`src/rtl/cdq_pkg.sv`:
```
// Package for the circular deque buffer: item structs, command and status codes,
// controller state and the command and status groups between controller and datapath.
// No dependencies.
package cdq_pkg;

    localparam int DEFAULT_DEPTH = 16;
    localparam int VALUE_W       = 32;
    localparam int OCC_W         = 5;

    typedef enum logic [2:0] {
        CMD_RESTART    = 3'd0,
        CMD_PUSH_FRONT = 3'd1,
        CMD_PUSH_BACK  = 3'd2,
        CMD_POP_FRONT  = 3'd3,
        CMD_POP_BACK   = 3'd4,
        CMD_READ_ALL   = 3'd5
    } cmd_code_t;

    typedef enum logic [1:0] {
        STATUS_OK    = 2'd0,
        STATUS_EMPTY = 2'd1,
        STATUS_FULL  = 2'd2
    } status_code_t;

    typedef struct packed {
        logic [2:0]                command;
        logic signed [VALUE_W-1:0] item;
    } in_item_t;

    typedef struct packed {
        logic signed [VALUE_W-1:0] value;
        logic [1:0]                status;
        logic                      last;
        logic [OCC_W-1:0]          occupancy;
    } out_item_t;

    typedef enum logic {
        ST_IDLE,
        ST_DUMP
    } state_t;

    typedef enum logic [2:0] {
        ADDR_ZERO,
        ADDR_HEAD,
        ADDR_BEFORE_HEAD,
        ADDR_TAIL,
        ADDR_LAST,
        ADDR_SCAN
    } addr_sel_t;

    typedef enum logic [1:0] {
        HEAD_HOLD,
        HEAD_ZERO,
        HEAD_DEC,
        HEAD_INC
    } head_op_t;

    typedef enum logic [1:0] {
        COUNT_HOLD,
        COUNT_ONE,
        COUNT_INC,
        COUNT_DEC
    } count_op_t;

    typedef enum logic [1:0] {
        SCAN_HOLD,
        SCAN_LOAD,
        SCAN_INC
    } scan_op_t;

    typedef struct packed {
        logic         ram_we;
        logic         ram_re;
        addr_sel_t    addr_sel;
        head_op_t     head_op;
        count_op_t    count_op;
        scan_op_t     scan_op;
        logic         emit;
        status_code_t emit_status;
        logic         emit_last;
        logic         emit_from_ram;
    } dp_cmd_t;

    typedef struct packed {
        logic is_empty;
        logic is_full;
        logic count_one;
        logic scan_end;
    } dp_status_t;

endpackage

```
`src/rtl/circular_deque_buffer_top.sv`:
```
// Circular deque buffer top level: controller and datapath. Depends on cdq_pkg,
// cdq_ctrl, cdq_datapath and cdq_ram.
// Every command gives its first result on strobe in the cycle after acceptance.
// Throughput: one command per cycle while busy is low; a read-out of N entries gives one
// result per cycle, with busy high while the rest are read, paced by the single RAM read port.
// Reset: rst_n clears the head index, the count and the controller; entry contents stay
// undefined until written. The receiver cannot stall; results are never held back.
module circular_deque_buffer_top
    import cdq_pkg::*;
#(
    parameter int DEPTH = DEFAULT_DEPTH
) (
    input  logic      clk,
    input  logic      rst_n,
    input  logic      start,
    output logic      busy,
    input  in_item_t  request,
    output logic      strobe,
    output out_item_t result
);

    dp_cmd_t    dp_cmd;
    dp_status_t dp_status;

    cdq_ctrl u_ctrl (
        .clk       (clk),
        .rst_n     (rst_n),
        .start     (start),
        .command   (request.command),
        .dp_status (dp_status),
        .dp_cmd    (dp_cmd),
        .busy      (busy)
    );

    cdq_datapath #(
        .DEPTH (DEPTH)
    ) u_datapath (
        .clk       (clk),
        .rst_n     (rst_n),
        .item      (request.item),
        .dp_cmd    (dp_cmd),
        .dp_status (dp_status),
        .result    (result),
        .strobe    (strobe)
    );

endmodule

```
`src/rtl/cdq_ram.sv`:
```
// Generic single-write, single-read RAM with a registered read port.
// No dependencies.
module cdq_ram #(
    parameter int WIDTH = 32,
    parameter int DEPTH = 16
) (
    input  logic                     clk,
    input  logic                     we,
    input  logic [$clog2(DEPTH)-1:0] waddr,
    input  logic [WIDTH-1:0]         wdata,
    input  logic                     re,
    input  logic [$clog2(DEPTH)-1:0] raddr,
    output logic [WIDTH-1:0]         rdata
);

    logic [WIDTH-1:0] mem [DEPTH];
    logic [WIDTH-1:0] rdata_reg;

    always_ff @(posedge clk)
    begin
        if (we)
        begin
            mem[waddr] <= wdata;
        end
        if (re)
        begin
            rdata_reg <= mem[raddr];
        end
    end

    assign rdata = rdata_reg;

endmodule

```
`src/rtl/cdq_ctrl.sv`:
```
// Controller state machine of the circular deque buffer: decodes commands and sequences
// the read-out. Depends on cdq_pkg.
module cdq_ctrl
    import cdq_pkg::*;
(
    input  logic       clk,
    input  logic       rst_n,
    input  logic       start,
    input  logic [2:0] command,
    input  dp_status_t dp_status,
    output dp_cmd_t    dp_cmd,
    output logic       busy
);

    state_t state_reg;
    state_t state_next;

    always_ff @(posedge clk or negedge rst_n)
    begin
        if (!rst_n)
        begin
            state_reg <= ST_IDLE;
        end
        else
        begin
            state_reg <= state_next;
        end
    end

    always_comb
    begin
        state_next           = state_reg;
        dp_cmd.ram_we        = 1'b0;
        dp_cmd.ram_re        = 1'b0;
        dp_cmd.addr_sel      = ADDR_HEAD;
        dp_cmd.head_op       = HEAD_HOLD;
        dp_cmd.count_op      = COUNT_HOLD;
        dp_cmd.scan_op       = SCAN_HOLD;
        dp_cmd.emit          = 1'b0;
        dp_cmd.emit_status   = STATUS_OK;
        dp_cmd.emit_last     = 1'b1;
        dp_cmd.emit_from_ram = 1'b0;
        case (state_reg)
            ST_IDLE:
            begin
                if (start)
                begin
                    dp_cmd.emit = 1'b1;
                    case (command)
                        CMD_RESTART:
                        begin
                            dp_cmd.ram_we   = 1'b1;
                            dp_cmd.addr_sel = ADDR_ZERO;
                            dp_cmd.head_op  = HEAD_ZERO;
                            dp_cmd.count_op = COUNT_ONE;
                        end
                        CMD_PUSH_FRONT:
                        begin
                            if (dp_status.is_full)
                            begin
                                dp_cmd.emit_status = STATUS_FULL;
                            end
                            else
                            begin
                                dp_cmd.ram_we   = 1'b1;
                                dp_cmd.addr_sel = ADDR_BEFORE_HEAD;
                                dp_cmd.head_op  = HEAD_DEC;
                                dp_cmd.count_op = COUNT_INC;
                            end
                        end
                        CMD_PUSH_BACK:
                        begin
                            if (dp_status.is_full)
                            begin
                                dp_cmd.emit_status = STATUS_FULL;
                            end
                            else
                            begin
                                dp_cmd.ram_we   = 1'b1;
                                dp_cmd.addr_sel = ADDR_TAIL;
                                dp_cmd.count_op = COUNT_INC;
                            end
                        end
                        CMD_POP_FRONT:
                        begin
                            if (dp_status.is_empty)
                            begin
                                dp_cmd.emit_status = STATUS_EMPTY;
                            end
                            else
                            begin
                                dp_cmd.ram_re        = 1'b1;
                                dp_cmd.addr_sel      = ADDR_HEAD;
                                dp_cmd.head_op       = HEAD_INC;
                                dp_cmd.count_op      = COUNT_DEC;
                                dp_cmd.emit_from_ram = 1'b1;
                            end
                        end
                        CMD_POP_BACK:
                        begin
                            if (dp_status.is_empty)
                            begin
                                dp_cmd.emit_status = STATUS_EMPTY;
                            end
                            else
                            begin
                                dp_cmd.ram_re        = 1'b1;
                                dp_cmd.addr_sel      = ADDR_LAST;
                                dp_cmd.count_op      = COUNT_DEC;
                                dp_cmd.emit_from_ram = 1'b1;
                            end
                        end
                        CMD_READ_ALL:
                        begin
                            if (dp_status.is_empty)
                            begin
                                dp_cmd.emit_status = STATUS_EMPTY;
                            end
                            else
                            begin
                                dp_cmd.ram_re        = 1'b1;
                                dp_cmd.addr_sel      = ADDR_HEAD;
                                dp_cmd.scan_op       = SCAN_LOAD;
                                dp_cmd.emit_from_ram = 1'b1;
                                dp_cmd.emit_last     = dp_status.count_one;
                                if (!dp_status.count_one)
                                begin
                                    state_next = ST_DUMP;
                                end
                            end
                        end
                        default:
                        begin
                            dp_cmd.emit_status = STATUS_OK;
                        end
                    endcase
                end
            end
            ST_DUMP:
            begin
                dp_cmd.emit          = 1'b1;
                dp_cmd.ram_re        = 1'b1;
                dp_cmd.addr_sel      = ADDR_SCAN;
                dp_cmd.scan_op       = SCAN_INC;
                dp_cmd.emit_from_ram = 1'b1;
                dp_cmd.emit_last     = dp_status.scan_end;
                if (dp_status.scan_end)
                begin
                    state_next = ST_IDLE;
                end
            end
            default:
            begin
                state_next = ST_IDLE;
            end
        endcase
    end

    assign busy = (state_reg == ST_DUMP);

endmodule

```
`src/rtl/cdq_datapath.sv`:
```
// Datapath of the circular deque buffer: head and count registers, ring address
// arithmetic, entry RAM and the result register. Depends on cdq_pkg and cdq_ram.
module cdq_datapath
    import cdq_pkg::*;
#(
    parameter int DEPTH = DEFAULT_DEPTH
) (
    input  logic                      clk,
    input  logic                      rst_n,
    input  logic signed [VALUE_W-1:0] item,
    input  dp_cmd_t                   dp_cmd,
    output dp_status_t                dp_status,
    output out_item_t                 result,
    output logic                      strobe
);

    localparam int AW = $clog2(DEPTH);
    localparam int CW = $clog2(DEPTH + 1);

    logic [AW-1:0]      head_reg;
    logic [AW-1:0]      head_next;
    logic [CW-1:0]      count_reg;
    logic [CW-1:0]      count_next;
    logic [AW-1:0]      scan_reg;
    logic [AW-1:0]      scan_next;
    logic               strobe_reg;
    logic [1:0]         status_reg;
    logic               last_reg;
    logic [CW-1:0]      occ_reg;
    logic               from_ram_reg;
    logic [AW-1:0]      head_before;
    logic [AW-1:0]      head_after;
    logic [AW-1:0]      addr;
    logic [VALUE_W-1:0] rd_data;
    logic [CW+OCC_W-1:0] occ_wide;

    function automatic logic [AW-1:0] ring_add(input logic [AW-1:0] base,
                                               input logic [AW-1:0] offset);
        logic [AW:0] sum;
        sum = {1'b0, base} + {1'b0, offset};
        if (sum >= (AW+1)'(DEPTH))
        begin
            sum = sum - (AW+1)'(DEPTH);
        end
        return sum[AW-1:0];
    endfunction

    assign head_before = (head_reg == '0) ? AW'(DEPTH - 1) : head_reg - 1'b1;
    assign head_after  = (head_reg == AW'(DEPTH - 1)) ? '0 : head_reg + 1'b1;

    always_comb
    begin
        case (dp_cmd.addr_sel)
            ADDR_ZERO:        addr = '0;
            ADDR_HEAD:        addr = head_reg;
            ADDR_BEFORE_HEAD: addr = head_before;
            ADDR_TAIL:        addr = ring_add(head_reg, count_reg[AW-1:0]);
            ADDR_LAST:        addr = ring_add(head_reg, AW'(count_reg - 1'b1));
            ADDR_SCAN:        addr = ring_add(head_reg, scan_reg);
            default:          addr = head_reg;
        endcase
    end

    always_comb
    begin
        case (dp_cmd.head_op)
            HEAD_ZERO: head_next = '0;
            HEAD_DEC:  head_next = head_before;
            HEAD_INC:  head_next = head_after;
            default:   head_next = head_reg;
        endcase
        case (dp_cmd.count_op)
            COUNT_ONE: count_next = CW'(1);
            COUNT_INC: count_next = count_reg + 1'b1;
            COUNT_DEC: count_next = count_reg - 1'b1;
            default:   count_next = count_reg;
        endcase
        case (dp_cmd.scan_op)
            SCAN_LOAD: scan_next = AW'(1);
            SCAN_INC:  scan_next = scan_reg + 1'b1;
            default:   scan_next = scan_reg;
        endcase
    end

    always_ff @(posedge clk or negedge rst_n)
    begin
        if (!rst_n)
        begin
            head_reg     <= '0;
            count_reg    <= '0;
            scan_reg     <= '0;
            strobe_reg   <= 1'b0;
            from_ram_reg <= 1'b0;
        end
        else
        begin
            head_reg     <= head_next;
            count_reg    <= count_next;
            scan_reg     <= scan_next;
            strobe_reg   <= dp_cmd.emit;
            from_ram_reg <= dp_cmd.emit_from_ram;
        end
    end

    always_ff @(posedge clk)
    begin
        if (dp_cmd.emit)
        begin
            status_reg <= dp_cmd.emit_status;
            last_reg   <= dp_cmd.emit_last;
            occ_reg    <= count_next;
        end
    end

    cdq_ram #(
        .WIDTH (VALUE_W),
        .DEPTH (DEPTH)
    ) u_ram (
        .clk   (clk),
        .we    (dp_cmd.ram_we),
        .waddr (addr),
        .wdata (item),
        .re    (dp_cmd.ram_re),
        .raddr (addr),
        .rdata (rd_data)
    );

    assign dp_status.is_empty  = (count_reg == '0);
    assign dp_status.is_full   = (count_reg == CW'(DEPTH));
    assign dp_status.count_one = (count_reg == CW'(1));
    assign dp_status.scan_end  = ((CW'(scan_reg) + 1'b1) == count_reg);

    assign occ_wide         = {{OCC_W{1'b0}}, occ_reg};
    assign result.value     = from_ram_reg ? $signed(rd_data) : '0;
    assign result.status    = status_reg;
    assign result.last      = last_reg;
    assign result.occupancy = occ_wide[OCC_W-1:0];
    assign strobe           = strobe_reg;

endmodule

```
`config.mk`:
```
export PLATFORM = sky130hd
export DESIGN_NAME = circular_deque_buffer_top
export DESIGN_NICKNAME = d
export VERILOG_FILES = /design/src/rtl/cdq_pkg.sv /design/src/rtl/circular_deque_buffer_top.sv /design/src/rtl/cdq_ram.sv /design/src/rtl/cdq_ctrl.sv /design/src/rtl/cdq_datapath.sv
export SDC_FILE = /design/constraint.sdc
export NUM_CORES = 1
export LEC_CHECK = 0
export BUFFER_PORTS_ARGS = -buffer_cell sky130_fd_sc_hd__buf_2
export CAP_MARGIN = 15
export CORE_ASPECT_RATIO = 0.6
export CORE_MARGIN = 3
export CORE_UTILIZATION = 55
export DETAILED_ROUTE_END_ITERATION = 10
export PLACE_DENSITY = 0.78
export SYNTH_ARGS = -nofsm -noshare
export SYNTH_HDL_FRONTEND = slang
export SYNTH_SLANG_ARGS = --single-unit
```
`constraint.sdc`:
```
create_clock -name clk -period 8.09 [get_ports clk]
set_input_delay 2.0225 -clock clk [delete_from_list [all_inputs] [get_ports clk]]
set_output_delay 2.0225 -clock clk [all_outputs]
set_load 0.02 [all_outputs]
```
[Word level (Yosys, flattened, before mapping)]
Memories as Yosys holds them, arrays and structs flattened. A register that Yosys moved wholly into a read port is not among the register bits.
Index checks and enable logic that the tools add are counted.
Operators by class
  $add $sub $neg: 12
  magnitude comparators: 3
  eq/ne operators: 21
  multiplexer cells: 46
  bitwise operators: 2
  reductions and logical operators: 10
Operators by type and width (count)
  $mux W32: 1
  $mux W4: 8
  $pmux W4 S5: 1
  $pmux W3 S6: 1
  $mux W16: 1
  $pmux W4 S2: 2
  $sub A4 B1 Y4 const B: 4
  $add A4 B4 Y5: 3
  $ge A5 B5 Y1 const B: 3
  $pmux W5 S3: 1
  $mux W1: 13
  $eq A3 B2 Y1 const B: 4
  $eq A3 B3 Y1 const B: 4
  $mux W2: 6
  $pmux W4 S3: 1
  $eq A2 B2 Y1 const B: 5
  $pmux W2 S5: 1
  $add A4 B1 Y4 const B: 2
  $mux W8: 1
  $pmux W2 S2: 2
  $eq A2 B1 Y1 const B: 3
  $logic_not A3 Y1: 2
  $mux W6: 1
  $pmux W1 S2: 3
  18 further kinds: 21
Word-level totals
  flip-flop bits (word level): 24
  memory bits (writable): 512
  bits of input ports: 38
  output and inout bits: 42
  logic and storage cells: 104
  memories kept: 1
Memories
  u_datapath.u_ram.mem: depth 16, bits a word 32, rd ports 1, clocked after memory_dff 1, write ports 1, line cdq_ram.sv:16  | logic [WIDTH-1:0] mem [DEPTH];

[Longest topological paths before layout]
  word-level depth: 7
  depth in mapped cells: 21
  depth with buffers taken out: 17

[Cells and area by module]
From an unflattened synthesis, not the netlist that was laid out.
Unflattened totals
  cell total of the unflattened synthesis: 1111
  area, all modules: 22444.0 um^2
By module, submodules not included
  cdq_ram: times used 1, cells an instance 838, area an instance 20155.6 um^2
  cdq_datapath: times used 1, cells an instance 229, area an instance 1934.4 um^2
  cdq_ctrl: times used 1, cells an instance 44, area an instance 354.1 um^2

[Least setup slack after synthesis]
Ideal clock, no wire load.
  path type: input port to flip-flop
  from: input request[32] (netlist name)
  to: memory u_datapath.u_ram.mem[0][0] (enable)
  data arrival time: 7.525 ns
  required time: 7.622 ns
  slack: 0.097 ns
  stages: 16
  path buffers: 3
  path through: nor3b_1 -> a31o_1 -> buf_2 -> o22ai_1 -> a21oi_1 -> ha_1 -> inv_1 -> fa_1 -> nor3b_1 -> a21oi_1 -> nor4_1 -> a211oi_1 -> clkbuf_1 -> buf_2 -> nand3_1 -> nor3b_1
Between the ends
  word-level cells in the longest chain between the ends: 7
  elaborated cells between the ends (all ways): 20
RTL lines
  from (decl): line circular_deque_buffer_top.sv:17  | input in_item_t request,
  $eq A3 B1 Y1 / $eq A3 B2 Y1 (equally long branches): line cdq_ctrl.sv:49  | case (command)
  $reduce_or A2 Y1 (no line)
  $pmux W1 S2: line cdq_ctrl.sv:49
  $mux W16 *: line cdq_ctrl.sv:46  | if (start)
  parallel branches: the longest is 3 deep, another holds $pmux W4 S5
  to (decl): line cdq_ram.sv:16
Every way passes the cells marked *.

[Worst setup path in the final report]
  from: input request[34] (netlist name)
  to: memory u_datapath.u_ram.mem[6][11] (enable)
Same word-level chain as after synthesis.

==> run metrics <==
outcome finished, final reports clean; pwr/cell area 415 nW/um^2; WL/cell 27.0 microns; MaxCap Viol Count 0; worst setup path class in -> reg; Placer Congestion 0.854; Final Cell Area 25500 sq um; RSZ-0062 raised after global routing false; Setup crit end kind register; Mapped Nets 1151; share of layout cells above drive strength 1 0.273; CTS Hold Bufs 0; final setup violating endpoints 0; Fin Hold WS 0.587 ns; Layout fillers 2751; Max Freq 151 MHz; Starting Density 0.560; fin crit period 6.61 ns; most frequent cell after synthesis edfxtp_1; Worst-path clk slew 0.07 ns; die area 43900 sq um; post-synth top area share 0.729; DR iter-0 viols 1386; final WL 48000 microns; Critical path buffers and inverters 3; Post-synth EDFFs 552; antenna cells 0; Max FO, Critical Path 25; Pins Over Slew Limit 0; first-pass GRT wire length 71600 microns; period utilization 0.817; number of global-route vias before repair 11000; slowest CP cell a31oi_4; Util after Layout 0.627; CTS tree built; Initial DRT Pass Iterations 5; Core ar. 40700 sq um; largest net degree at the start of global routing 85; top cells by count, synth edfxtp_1 (552), mux4_2 (128), mux2i_1 (98), and2_1 (33), nor2_1 (30); total track usage 0.224; setup total negative slack 0 ns; actual slew at the worst max-slew pin 1.12 ns; number of CTS-inserted buffers 49; synthesized cell area 22700 sq um; fraction of registers with async set/reset 0.0282; Vias 11200; clk_skew 0.0278 ns; Routed Antenna Nets 0; Peak VDD IR 0.294 mV; Cell variety after synth 62; Die H 164 microns; post_cts resized 0; non-filler cells, final 1777; Hold Crit Class reg -> reg; # nets final 1255; synth warn 0; number of clock sinks 568; placed cells 1685; endpoints failing hold 0; antenna violations before repair 1; CP startpoint kind input port; Worst Path Required 8.35 ns; cell count after synthesis 1101; I/O pin cnt 80; Cell Chain, Critical Path buf_2 > nor3b_1 > a31o_1 > o22ai_1 > a21oi_1 > ha_1 > inv_1 > fa_1 > xor2_1 > o21ai_0 > o32ai_1 > a31oi_4 > nand2_1 > nor2_4 > buf_12; Area after DPL 24000 sq um; Slew headroom 0.256; synthesized area per cell 20.7 sq um; flop and latch count out of synthesis 568; post-synth top area cell edfxtp_1; max incr delay on CP 0.90 ns; DRC errors left 0; dominant synthesized flop cell edfxtp_1; post-synthesis sequential area ratio 0.746; cell family with most CP delay compound AO/OA/AOI/OAI gates; clk root buf clkbuf_16; worst skew pair latency 0.58 ns; total global routing overflow 0; Pleak 8.49 nW; # port buffers 79; # H-tree levels 2; worst path arrival time 6.87 ns; area delta synth->final 12.0%; postcts setup bufs 0; FP Rows 57; top cells by area, synth edfxtp_1 (73%), mux4_2 (13%), mux2i_1 (4.3%); CTS max path bufs 3; max reg flops 512; HPWL Detailed 27800 microns; Die Wd 269 microns; via/cell ratio 6.28
-- where the power goes --
group | switching [mW] | internal (mW) | total (mW)
clock network | 1.03 | 1.19 | 2.22
registers | 0.157 | 3.71 | 3.86
logic | 2.44 | 2.04 | 4.48
total | 3.63 | 6.93 | 10.6
-- kinds of logic after synthesis --
family | synth area share
AOI/OAI and AO/OA | 0.0228
xor gates and xnor gates | 0.00346
adders and majority gates | 0.00693
buffers and inverters | 0.0169
DFF | 0.746
muxes | 0.170
and+or+nand+nor | 0.0334
-- cell usage in the layout, fill, tap and decap left out, types with 4 or more instances in the layout --
| master | count |
|---|---|
| a21oi_1 | 12 |
| and2_1 | 33 |
| and3_1 | 4 |
| buf_12 | 7 |
| buf_2 | 79 |
| buf_4 | 26 |
| clkbuf_1 | 9 |
| clkbuf_16 | 49 |
| clkinv_1 | 11 |
| clkinv_2 | 14 |
| dfrtp_1 | 16 |
| edfxtp_1 | 552 |
| ha_1 | 11 |
| inv_1 | 12 |
| mux2i_1 | 98 |
| mux4_2 | 128 |
| nand2_1 | 21 |
| nand2b_1 | 4 |
| nand3_1 | 9 |
| nor2_1 | 18 |
| nor2_4 | 12 |
| nor2b_1 | 5 |
| nor3_1 | 7 |
| nor3b_1 | 4 |
| nor3b_2 | 4 |
| nor4_1 | 4 |
| o211ai_1 | 5 |
| o21ai_0 | 21 |
| xnor2_1 | 5 |
| xor2_1 | 4 |
-- per-stage QoR --
step / setup slack [ns] / total power, mW
floorplan: 0.0969 / 7.30
global route: 1.15 / 11.1
detailed placement: 0.926 / 8.43
global placement: 1.08 / 8.37
CTS: 1.51 / 10.7
finish: 1.48 / 10.6
-- area by class of cell --
| class | count | area, sq um | share of cell area |
|---|---|---|---|
| Sequential cell | 568 | 17000 | 0.667 |
| Multi-Input combinational cell | 462 | 5550 | 0.218 |
| Clock buffer | 58 | 1260 | 0.0495 |
| Inverter | 12 | 45.0 | 0.00177 |
| Timing Repair Buffer | 112 | 731 | 0.0287 |
| Tap cell | 531 | 664 | 0.0261 |
| Clock inverter | 34 | 246 | 0.00968 |
-- routing by layer --
metal / up-vias / global-route usage / share of wire
met5: - / 0 / 0.00027
met4: 2 / 0.0529 / 0.020
met3: 78 / 0.0480 / 0.090
met2: 549 / 0.328 / 0.45
met1: 5793 / 0.349 / 0.44
li1: 4745 / - / -
-- worst paths after layout --
check                                        startpoint                     endpoint  slack [ns]  cells past startpoint
max in group asynchronous                         rst_n            u_datapath.strobe        6.43                      1
worst max-delay path                        request[34]  u_datapath.u_ram.mem[6][11]        1.48                     15
min in group asynchronous                         rst_n       u_datapath.scan_reg[3]        1.37                      1
worst min-delay path             u_datapath.scan_reg[1]       u_datapath.scan_reg[1]        0.59                      1
worst max register to register  u_datapath.count_reg[0]  u_datapath.u_ram.mem[6][11]        1.98                     17
worst min register to register   u_datapath.scan_reg[1]       u_datapath.scan_reg[1]        0.59                      1
No activity file was read; power rests on OpenSTA's default activity.
